<file path="config.mk">
export PLATFORM = sky130hd
export DESIGN_NAME = ywc_ctrl
export DESIGN_NICKNAME = d
export VERILOG_FILES = /design/src/sv/ywc_pkg.sv /design/src/sv/ywc_ctrl.sv
export SDC_FILE = /design/constraint.sdc
export NUM_CORES = 1
export LEC_CHECK = 0
export BUFFER_PORTS_ARGS = -buffer_cell sky130_fd_sc_hd__buf_2
export CORE_AREA = 5 5 67 69
export DETAILED_ROUTE_END_ITERATION = 10
export DIE_AREA = 0 0 72 74
export PLACE_DENSITY = 0.72
export SYNTH_ARGS = -nofsm -noshare
export SYNTH_HDL_FRONTEND = slang
export SYNTH_SLANG_ARGS = --single-unit
</file>
<file path="constraint.sdc">
create_clock -name clk -period 2.35 [get_ports clk]
set_clock_uncertainty 0.15 [all_clocks]
set_input_delay 0.235 -clock clk [delete_from_list [all_inputs] [get_ports clk]]
set_output_delay 0.235 -clock clk [all_outputs]
set_load 0.01 [all_outputs]
</file>
<file path="src/sv/ywc_pkg.sv">
// ywc_pkg: shared types, codes, register defaults and twiddle generator
// for the yaw wiggle classifier. No dependencies.

package ywc_pkg;

  localparam int unsigned WINDOW_SIZE_DEF  = 64;
  localparam int unsigned SAMPLE_WIDTH_DEF = 32;

  localparam int unsigned YAW_W      = 32;
  localparam int unsigned COND_W     = 2;
  localparam int unsigned LOUD_W     = 6;
  localparam int unsigned CFG_IDX_W  = 3;
  localparam int unsigned CFG_DATA_W = 32;

  // twiddles are q1.15 with room for +1.0
  localparam int unsigned TW_W    = 17;
  localparam int unsigned TW_FRAC = 15;

  // register indexes
  localparam logic [CFG_IDX_W-1:0] REG_AMP_THR    = 3'd0;
  localparam logic [CFG_IDX_W-1:0] REG_BIN_LIMIT  = 3'd1;
  localparam logic [CFG_IDX_W-1:0] REG_MEAN_LIMIT = 3'd2;
  localparam logic [CFG_IDX_W-1:0] REG_STD_WIGGLE = 3'd3;
  localparam logic [CFG_IDX_W-1:0] REG_STD_FAST   = 3'd4;

  // register reset values
  localparam logic [31:0]        AMP_THR_RST    = 32'd65536;
  localparam logic [5:0]         BIN_LIMIT_RST  = 6'd10;
  localparam logic signed [31:0] MEAN_LIMIT_RST = 32'sd65536;
  localparam logic [30:0]        STD_WIGGLE_RST = 31'd196608;
  localparam logic [30:0]        STD_FAST_RST   = 31'd327680;

  // classes
  typedef logic [COND_W-1:0] cond_t;
  localparam cond_t COND_NORMAL   = 2'd0;
  localparam cond_t COND_WIGGLE   = 2'd1;
  localparam cond_t COND_FAST     = 2'd2;
  localparam cond_t COND_ABNORMAL = 2'd3;

  // serial multiplier jobs; the setup chain runs OP_TN up to OP_LFN in order
  typedef logic [3:0] mul_op_t;
  localparam mul_op_t OP_TN   = 4'd0;  // threshold * n
  localparam mul_op_t OP_TN2  = 4'd1;  // (threshold * n)^2 -> bin limit
  localparam mul_op_t OP_SQN  = 4'd2;  // n * sum of squares
  localparam mul_op_t OP_SUM2 = 4'd3;  // sum^2 -> spread
  localparam mul_op_t OP_LW2  = 4'd4;  // wiggle limit squared
  localparam mul_op_t OP_LWN  = 4'd5;  // times n(n-1), compare
  localparam mul_op_t OP_LF2  = 4'd6;  // fast limit squared
  localparam mul_op_t OP_LFN  = 4'd7;  // times n(n-1), compare
  localparam mul_op_t OP_RE2  = 4'd8;  // re^2
  localparam mul_op_t OP_IM2  = 4'd9;  // im^2
  localparam mul_op_t OP_SQX  = 4'd10; // sample squared

  typedef struct packed {
    logic    take;       // input beat taken, write sample
    logic    clr_stats;  // clear sum, sum of squares, loud count
    logic    rd;         // read window entry and twiddles
    logic    acc_stat;   // sum += sample
    logic    clr_bin;    // clear re / im
    logic    dft_mul;    // sample times twiddles
    logic    dft_acc;    // accumulate products
    logic    bin_cmp;    // compare bin power, count
    logic    mul_start;  // launch serial multiply
    mul_op_t mul_op;
    logic    res_load;   // load result register
  } ywc_cmd_t;

  typedef struct packed {
    logic full;
    logic mul_fin;
    logic res_free;
  } ywc_stat_t;

  // ceil(2^42 / d) for the taylor divisors; multiply and shift gives the
  // exact floor quotient for any term below 2^33
  localparam int unsigned RCP_SH  = 42;
  localparam logic [63:0] RCP_ONE = 64'd1 << RCP_SH;
  localparam logic [63:0] RCP_SIN [8] = '{
    (RCP_ONE + 64'd5) / 64'd6,     (RCP_ONE + 64'd19) / 64'd20,
    (RCP_ONE + 64'd41) / 64'd42,   (RCP_ONE + 64'd71) / 64'd72,
    (RCP_ONE + 64'd109) / 64'd110, (RCP_ONE + 64'd155) / 64'd156,
    (RCP_ONE + 64'd209) / 64'd210, (RCP_ONE + 64'd271) / 64'd272
  };
  localparam logic [63:0] RCP_COS [8] = '{
    (RCP_ONE + 64'd1) / 64'd2,     (RCP_ONE + 64'd11) / 64'd12,
    (RCP_ONE + 64'd29) / 64'd30,   (RCP_ONE + 64'd55) / 64'd56,
    (RCP_ONE + 64'd89) / 64'd90,   (RCP_ONE + 64'd131) / 64'd132,
    (RCP_ONE + 64'd181) / 64'd182, (RCP_ONE + 64'd239) / 64'd240
  };

  // q1.15 twiddle from a 32 bit phase, taylor series in q30, quadrant rotate
  function automatic logic signed [TW_W-1:0] twiddle(input longint unsigned ph,
                                                     input logic want_sin);
    longint unsigned q;
    longint unsigned x;
    longint unsigned x2;
    longint unsigned ts;
    longint unsigned tc;
    longint          s;
    longint          c;
    longint          v;
    longint          a;
    logic [127:0]    wide;
    q  = (ph >> 30) & 64'd3;
    x  = ((ph & 64'h3FFF_FFFF) * 64'd1686629713) >> 30;
    x2 = (x * x) >> 30;
    ts = x;
    tc = 64'd1 << 30;
    s  = longint'(ts);
    c  = longint'(tc);
    for (int j = 1; j <= 8; j++) begin
      wide = 128'((ts * x2) >> 30) * 128'(RCP_SIN[j-1]);
      ts   = 64'(wide >> RCP_SH);
      wide = 128'((tc * x2) >> 30) * 128'(RCP_COS[j-1]);
      tc   = 64'(wide >> RCP_SH);
      if ((j & 1) == 1) begin
        s = s - longint'(ts);
        c = c - longint'(tc);
      end else begin
        s = s + longint'(ts);
        c = c + longint'(tc);
      end
    end
    case (q)
      64'd0:   v = want_sin ? s : c;
      64'd1:   v = want_sin ? c : -s;
      64'd2:   v = want_sin ? -s : -c;
      default: v = want_sin ? -c : s;
    endcase
    a = ((v < 0 ? -v : v) + 64'sd16384) >>> 15;
    return TW_W'(v < 0 ? -a : a);
  endfunction

endpackage

</file>
<file path="src/sv/ywc_ctrl.sv">
// ywc_ctrl: sequencer for window statistics, setup products and the dft
// depends on ywc_pkg

module ywc_ctrl import ywc_pkg::*; #(
  parameter int unsigned WINDOW_SIZE = WINDOW_SIZE_DEF,
  localparam int unsigned AW = $clog2(WINDOW_SIZE)
) (
  input  logic          clk,
  input  logic          rst,
  input  logic          in_valid,
  output logic          in_ready,
  output ywc_cmd_t      cmd,
  input  ywc_stat_t     stat,
  output logic [AW-1:0] n_sel,
  output logic [AW-1:0] tw_idx
);

  localparam logic [4:0] ST_IDLE   = 5'd0;
  localparam logic [4:0] ST_CHECK  = 5'd1;
  localparam logic [4:0] ST_S_RD   = 5'd2;
  localparam logic [4:0] ST_S_SQ   = 5'd3;
  localparam logic [4:0] ST_S_W    = 5'd4;
  localparam logic [4:0] ST_CH_GO  = 5'd5;
  localparam logic [4:0] ST_CH_W   = 5'd6;
  localparam logic [4:0] ST_D_INIT = 5'd7;
  localparam logic [4:0] ST_D_RD   = 5'd8;
  localparam logic [4:0] ST_D_MUL  = 5'd9;
  localparam logic [4:0] ST_D_ACC  = 5'd10;
  localparam logic [4:0] ST_B_RE   = 5'd11;
  localparam logic [4:0] ST_B_REW  = 5'd12;
  localparam logic [4:0] ST_B_IM   = 5'd13;
  localparam logic [4:0] ST_B_IMW  = 5'd14;
  localparam logic [4:0] ST_B_CMP  = 5'd15;
  localparam logic [4:0] ST_DONE   = 5'd16;

  localparam logic [AW-1:0] LAST    = AW'(WINDOW_SIZE - 1);
  localparam logic [AW-1:0] K_FIRST = AW'(WINDOW_SIZE / 2 + 1);
  localparam logic [AW:0]   N_EXT   = (AW + 1)'(WINDOW_SIZE);

  logic [4:0]    state, state_next;
  logic [AW-1:0] n, n_next;
  logic [AW-1:0] k, k_next;
  logic [AW-1:0] idx, idx_next;
  mul_op_t       op, op_next;
  logic [AW:0]   idx_sum;

  assign n_sel  = n;
  assign tw_idx = idx;

  // n*k mod N kept as a running index
  assign idx_sum = {1'b0, idx} + {1'b0, k};

  always_comb begin
    state_next = state;
    n_next     = n;
    k_next     = k;
    idx_next   = idx;
    op_next    = op;
    cmd        = '0;
    in_ready   = 1'b0;
    case (state)
      ST_IDLE: begin
        in_ready = 1'b1;
        if (in_valid) begin
          cmd.take   = 1'b1;
          state_next = ST_CHECK;
        end
      end
      ST_CHECK: begin
        if (stat.full) begin
          cmd.clr_stats = 1'b1;
          n_next        = '0;
          state_next    = ST_S_RD;
        end else begin
          state_next = ST_DONE;
        end
      end
      ST_S_RD: begin
        cmd.rd     = 1'b1;
        state_next = ST_S_SQ;
      end
      ST_S_SQ: begin
        cmd.acc_stat  = 1'b1;
        cmd.mul_start = 1'b1;
        cmd.mul_op    = OP_SQX;
        state_next    = ST_S_W;
      end
      ST_S_W: begin
        if (stat.mul_fin) begin
          if (n == LAST) begin
            op_next    = OP_TN;
            state_next = ST_CH_GO;
          end else begin
            n_next     = n + 1'b1;
            state_next = ST_S_RD;
          end
        end
      end
      ST_CH_GO: begin
        cmd.mul_start = 1'b1;
        cmd.mul_op    = op;
        state_next    = ST_CH_W;
      end
      ST_CH_W: begin
        if (stat.mul_fin) begin
          if (op == OP_LFN) begin
            k_next     = K_FIRST;
            state_next = ST_D_INIT;
          end else begin
            op_next    = op + 1'b1;
            state_next = ST_CH_GO;
          end
        end
      end
      ST_D_INIT: begin
        cmd.clr_bin = 1'b1;
        n_next      = '0;
        idx_next    = '0;
        state_next  = ST_D_RD;
      end
      ST_D_RD: begin
        cmd.rd     = 1'b1;
        state_next = ST_D_MUL;
      end
      ST_D_MUL: begin
        cmd.dft_mul = 1'b1;
        state_next  = ST_D_ACC;
      end
      ST_D_ACC: begin
        cmd.dft_acc = 1'b1;
        idx_next    = (idx_sum >= N_EXT) ? AW'(idx_sum - N_EXT) : idx_sum[AW-1:0];
        if (n == LAST) begin
          state_next = ST_B_RE;
        end else begin
          n_next     = n + 1'b1;
          state_next = ST_D_RD;
        end
      end
      ST_B_RE: begin
        cmd.mul_start = 1'b1;
        cmd.mul_op    = OP_RE2;
        state_next    = ST_B_REW;
      end
      ST_B_REW: begin
        if (stat.mul_fin) begin
          state_next = ST_B_IM;
        end
      end
      ST_B_IM: begin
        cmd.mul_start = 1'b1;
        cmd.mul_op    = OP_IM2;
        state_next    = ST_B_IMW;
      end
      ST_B_IMW: begin
        if (stat.mul_fin) begin
          state_next = ST_B_CMP;
        end
      end
      ST_B_CMP: begin
        cmd.bin_cmp = 1'b1;
        if (k == LAST) begin
          state_next = ST_DONE;
        end else begin
          k_next     = k + 1'b1;
          state_next = ST_D_INIT;
        end
      end
      ST_DONE: begin
        if (stat.res_free) begin
          cmd.res_load = 1'b1;
          state_next   = ST_IDLE;
        end
      end
      default: state_next = ST_IDLE;
    endcase
  end

  always_ff @(posedge clk) begin
    if (rst) begin
      state <= ST_IDLE;
      n     <= '0;
      k     <= '0;
      idx   <= '0;
      op    <= OP_TN;
    end else begin
      state <= state_next;
      n     <= n_next;
      k     <= k_next;
      idx   <= idx_next;
      op    <= op_next;
    end
  end

endmodule

</file>
==> After elaboration in Yosys (flattened, before gate mapping) <==
Index checks and enable logic that the tools add are counted.
{ "word_totals": {"inputBits": 6, "regBits": 27} }
{ "classes": {"magnitude_cmp": 1, "add_sub_neg": 5, "n_eq_ne": 30, "muxes": 41, "n_reduce_logical": 10} }
{ "op_table": {"columns": ["op", "count"], "rows": [
  ["one-hot mux 5 bit (17 select lines)", 1],
  ["2-to-1 mux 6 bit", 7],
  ["== test 5 x 4 -> 1 bit, second input constant", 8],
  ["2-to-1 mux 5 bit", 8],
  ["one-hot mux 6 bit (2 select lines)", 2],
  ["one-hot mux 6 bit (4 select lines)", 1],
  ["inequality test 2 bit, second input constant", 11],
  ["== test 5 x 3 -> 1 bit, second input constant", 4],
  ["one-hot mux 5 bit (4 select lines)", 1],
  ["2-to-1 mux 4 bit", 4],
  ["2-to-1 mux 1 bit", 13],
  ["adder 6 x 1 -> 6 bit, second input constant", 2],
  ["== test 6 bit, second input constant", 2],
  ["== test 5 x 2 -> 1 bit, second input constant", 2],
  ["one-hot mux 4 bit (2 select lines)", 1],
  ["adder 6 x 6 -> 7 bit", 1],
  [">= comparator 7 bit, second input constant", 1],
  ["AND reduction 6 bit", 1],
  ["nonzero test 2 bit", 3],
  ["subtractor 6 x 1 -> 6 bit, second input constant", 1],
  ["== test 5 x 1 -> 1 bit, second input constant", 1],
  ["== test 5 bit, second input constant", 1],
  ["zero test 5 bit", 1],
  ["AND reduction 5 bit", 1],
  ["other kinds (8)", 9]
]} }

==> Logic depth before layout (Yosys ltp) <==
{ "logic_depth": {"ltp_word": 4, "mapped_depth": 7, "mapped_depth_nobuf": 7} }

==> Worst setup path before layout <==
OpenSTA, ideal clock, no wires.
{ "synth_timing": {"path_type": "flip-flop to flip-flop", "start": "register state[1]", "end": "register n[0] (netlist: n_sel[0])", "period_less_slack_ns": 2.090, "stages_incl_launch_ff": 8, "slack_ns": 0.260, "setup_ns": 0.070, "path_buffers": 2, "t_arrival_ns": 1.870, "cell_sequence": "dfxtp_1 > buf_6 > nand2b_4 > o31a_1 > a221o_1 > buf_6 > or4b_1 > a21oi_1"} }
{ "synth_via": {"elab_chain_len": 3} }
{ "synth_rtl": {"columns": ["item", "line", "source"], "rows": [
  ["from (decl)", "ywc_ctrl.sv:40", "logic [4:0] state, state_next;"],
  ["from (signal assigned)", "ywc_ctrl.sv:186", "state <= state_next;"],
  ["== test 5 x 4 -> 1 bit (tied with other cells)", "ywc_ctrl.sv:61", "case (state)"],
  ["nonzero test 4 bit (no line) / inequality test 2 bit (equally long branches)", null, null],
  ["AND reduction 3 bit (no line)", null, null],
  ["to (signal assigned)", "ywc_ctrl.sv:187", "n <= n_next;"],
  ["to (decl)", "ywc_ctrl.sv:41", "logic [AW-1:0] n, n_next;"]
]} }
Several ways; a longest one is shown, not always the timed one.
A chain may end at the register's enable or synchronous reset.

==> Worst setup path in the final report <==
{ "layout_timing": {"start": "register state[0]", "end": "register n[3] (netlist: n_sel[3])"} }
Same word-level chain as after synthesis.

==> impl_results.md <==
- Netlist cell types: 59
- Mapped Nets: between 200 and 250
- Num CTS Buffers: 3
- Max Freq: 448 MHz
- Die area: 0.00533 mm^2
- Met1 Usage GRT: 23.2%
- Main synth FF type: dfxtp_1
- Die H: 74 um
- YS warnings: 0
- Synthesized flop and latch total: 27
- Cells after DPL: around 310
- Met2 usage: between 20 and 30%
- Core Rows: 23
- Max-Slew Margin vs Limit: between 60 and 70%
- Synth Cell Area: 0.00187 mm^2
- Unrepaired setup endpoints after global routing: false
- Pre-antenna DRT Iters: 4
- Total power: 1.01 mW
- Most frequent cells in the layout: buf_2 (32), nor2_1 (29), dfxtp_1 (27)
- Hold crit path type: in -> reg
- Tmin final: 2.23 ns
- Final setup fails: 0
- Total grt overflow: 0
- Pre-CTS setup slack: 0.161 ns
- CTS Root Cell: clkbuf_8
- Worst Hold Slack: roughly 0.16 ns
- Layout Cells excl Fill: 316
- Largest net degree at the start of global routing: 27
- Drt drc: 0
- Routed wire length: 4480 um
- Clk pwr share: 27.8%
- Worst EP required: 2.42 ns
- First-pass GRT wire length: between 7000 and 8000 um
- CP endpoint kind: flip-flop
- Clock insertion delay at the later pin of the skew report: about 0.28 ns
- Antenna Nets Post-Route: 0
- Worst-Margin Slew: 0.507 ns
- Internal power: 694 uW
- Drt via density: about 6
- Worst vdd ir: 0.000268 V
- Asr flop ratio synth: 0%
- Sequential element share of the synthesized area: approximately 29%
- Setup Fix Bufs, Post-CTS: 0
- CTS Hold Buffers Added: 0
- I/O Pins: 33
- Starting DRC count in detailed routing: a little under 90
- CP Max Fanout: 13
- Core Util, Final: 56.0%
- Placed Instance Area: 0.00211 mm^2
- Core area: ~0.0039 mm^2
- Sink Count: 27
- Post-CTS sizing: 0
- Crit path arrival time: 2.30 ns
- Initial Util: about half
- Tot GR Track Use: about 17%
- Area delta synth->final: 15.7%
- Fin. max-slew vios: 0
- Sw frac: around a third
- Logic pwr share: 24.3%
- Final non-filler cell area: 0.00216 mm^2
- Fillers: 371
- Share of layout cells above drive strength 1: 21.8%
- Pwr/cell area: 470 mW/mm^2
- Clk slew on worst S/H paths: 0.10 ns
- Most common cell after layout, fill and taps aside: buf_2
- CP startpoint kind: flip-flop
- Htree depth: 1
- Grt peak-use layer: met2
- Fin. Hold Viols: 0
- Switching pwr: 320 uW
- Fin crit share: 95.0%
- Port Buf Inserts: 32
- Fin nets: 282
- Leakage: just over 0.9 nW
- Post-synth EDFFs: 0
- Status: completed
- N_diodes: 0
- TNS Setup: 0 ns
- Dpl hpwl: 3430 um
- Die span in x: 72 um
- DR WL/cell: between 10 and 15 um
- Placer Congestion: between 0.9 and 1
- CP Class: reg -> reg
- Cells after synthesis: 231
- Max-cap violations: 0
- Syn Area/Cell: between 8 and 9 um^2
- Vias in the first global route: 1,697
- Initial antenna violation count: 0
- Clock Path Buffers: 2
- Sequential Power Share: 47.9%
- Met3 usage: 2.70%
- TritonCTS clock tree: yes
- Via count: ~1,900
- Crit path setup slack, layout: between 0.1 and 0.15 ns
[synthesized netlist by cell type (4+ instances only)]
| library cell | instances | area [um^2] |
|---|---|---|
| nand2b_1 | 7 | 43.8 |
| nand2_1 | 9 | 33.8 |
| nor2_1 | 29 | 109 |
| nor4_1 | 4 | 25.0 |
| nand3b_1 | 6 | 45.0 |
| inv_1 | 5 | 18.8 |
| o21ai_0 | 13 | 65.1 |
| nand3_1 | 9 | 45.0 |
| a21oi_1 | 16 | 80.1 |
| o31ai_1 | 5 | 37.5 |
| and2_1 | 4 | 25.0 |
| nor3_1 | 9 | 45.0 |
| o21a_1 | 5 | 37.5 |
| ha_1 | 8 | 100 |
| clkbuf_1 | 4 | 15.0 |
| a22oi_1 | 5 | 37.5 |
| dfxtp_1 | 27 | 541 |
[area by class of cell]
type	count	area [um^2]	area share [%]
Tap cell	50	62.6	2.90
Timing Repair Buffer	45	258	11.9
Clock inverter	1	7.51	0.347
Inverter	5	18.8	0.869
Multi-Input combinational cell	185	1230	57.0
Sequential cell	27	541	25.0
Clock buffer	3	41.3	1.91
[path summary, 6_finish.rpt]
path	startpoint	end	slack (ns)	cells after the start
min	stat[0]	state[1]$_SDFFE_PP0P_	0.16	4
min reg2reg	n_sel[4]$_SDFFE_PP0P_	n_sel[4]$_SDFFE_PP0P_	0.36	2
max	state[0]$_SDFFE_PP0P_	n_sel[3]$_SDFFE_PP0P_	0.12	5
max reg2reg	state[0]$_SDFFE_PP0P_	n_sel[3]$_SDFFE_PP0P_	0.12	5
[worst max-delay path: stages (launching register included)]
cell      delay, ns
dfxtp_1        0.51
nand2b_4       0.10
o31a_1         0.24
a221o_1        0.46
or4_1          0.54
a21oi_1        0.17
[state kept, by name (all words and copies together), names as in the netlist]
register	flops
k	6
n_sel	6
op	4
state	5
tw_idx	6
[power by group through the flow]
stage | clock network, mW | logic (mW) | registers (mW)
after floorplan | 0 | 0.186 | 0.485
after global placement | 0 | 0.245 | 0.495
after detailed placement | 0 | 0.244 | 0.496
after CTS | 0.289 | 0.245 | 0.485
after global routing | 0.301 | 0.271 | 0.488
final | 0.282 | 0.247 | 0.486
[metal layers]
layer,vias up,wire length (um)
met3,7,241
met5,-,0
met4,0,73
li1,934,-
met1,866,2110
met2,44,2050
[cells by family after synthesis]
kind of cell    synth area share [%]
compound gates                  25.0
xor+xnor                        1.88
simple gates                    30.5
flops                           28.9
mux                             2.21
buf+inv                         5.09
fa+ha+maj                       6.43
(Power assumes the default switching activity.)
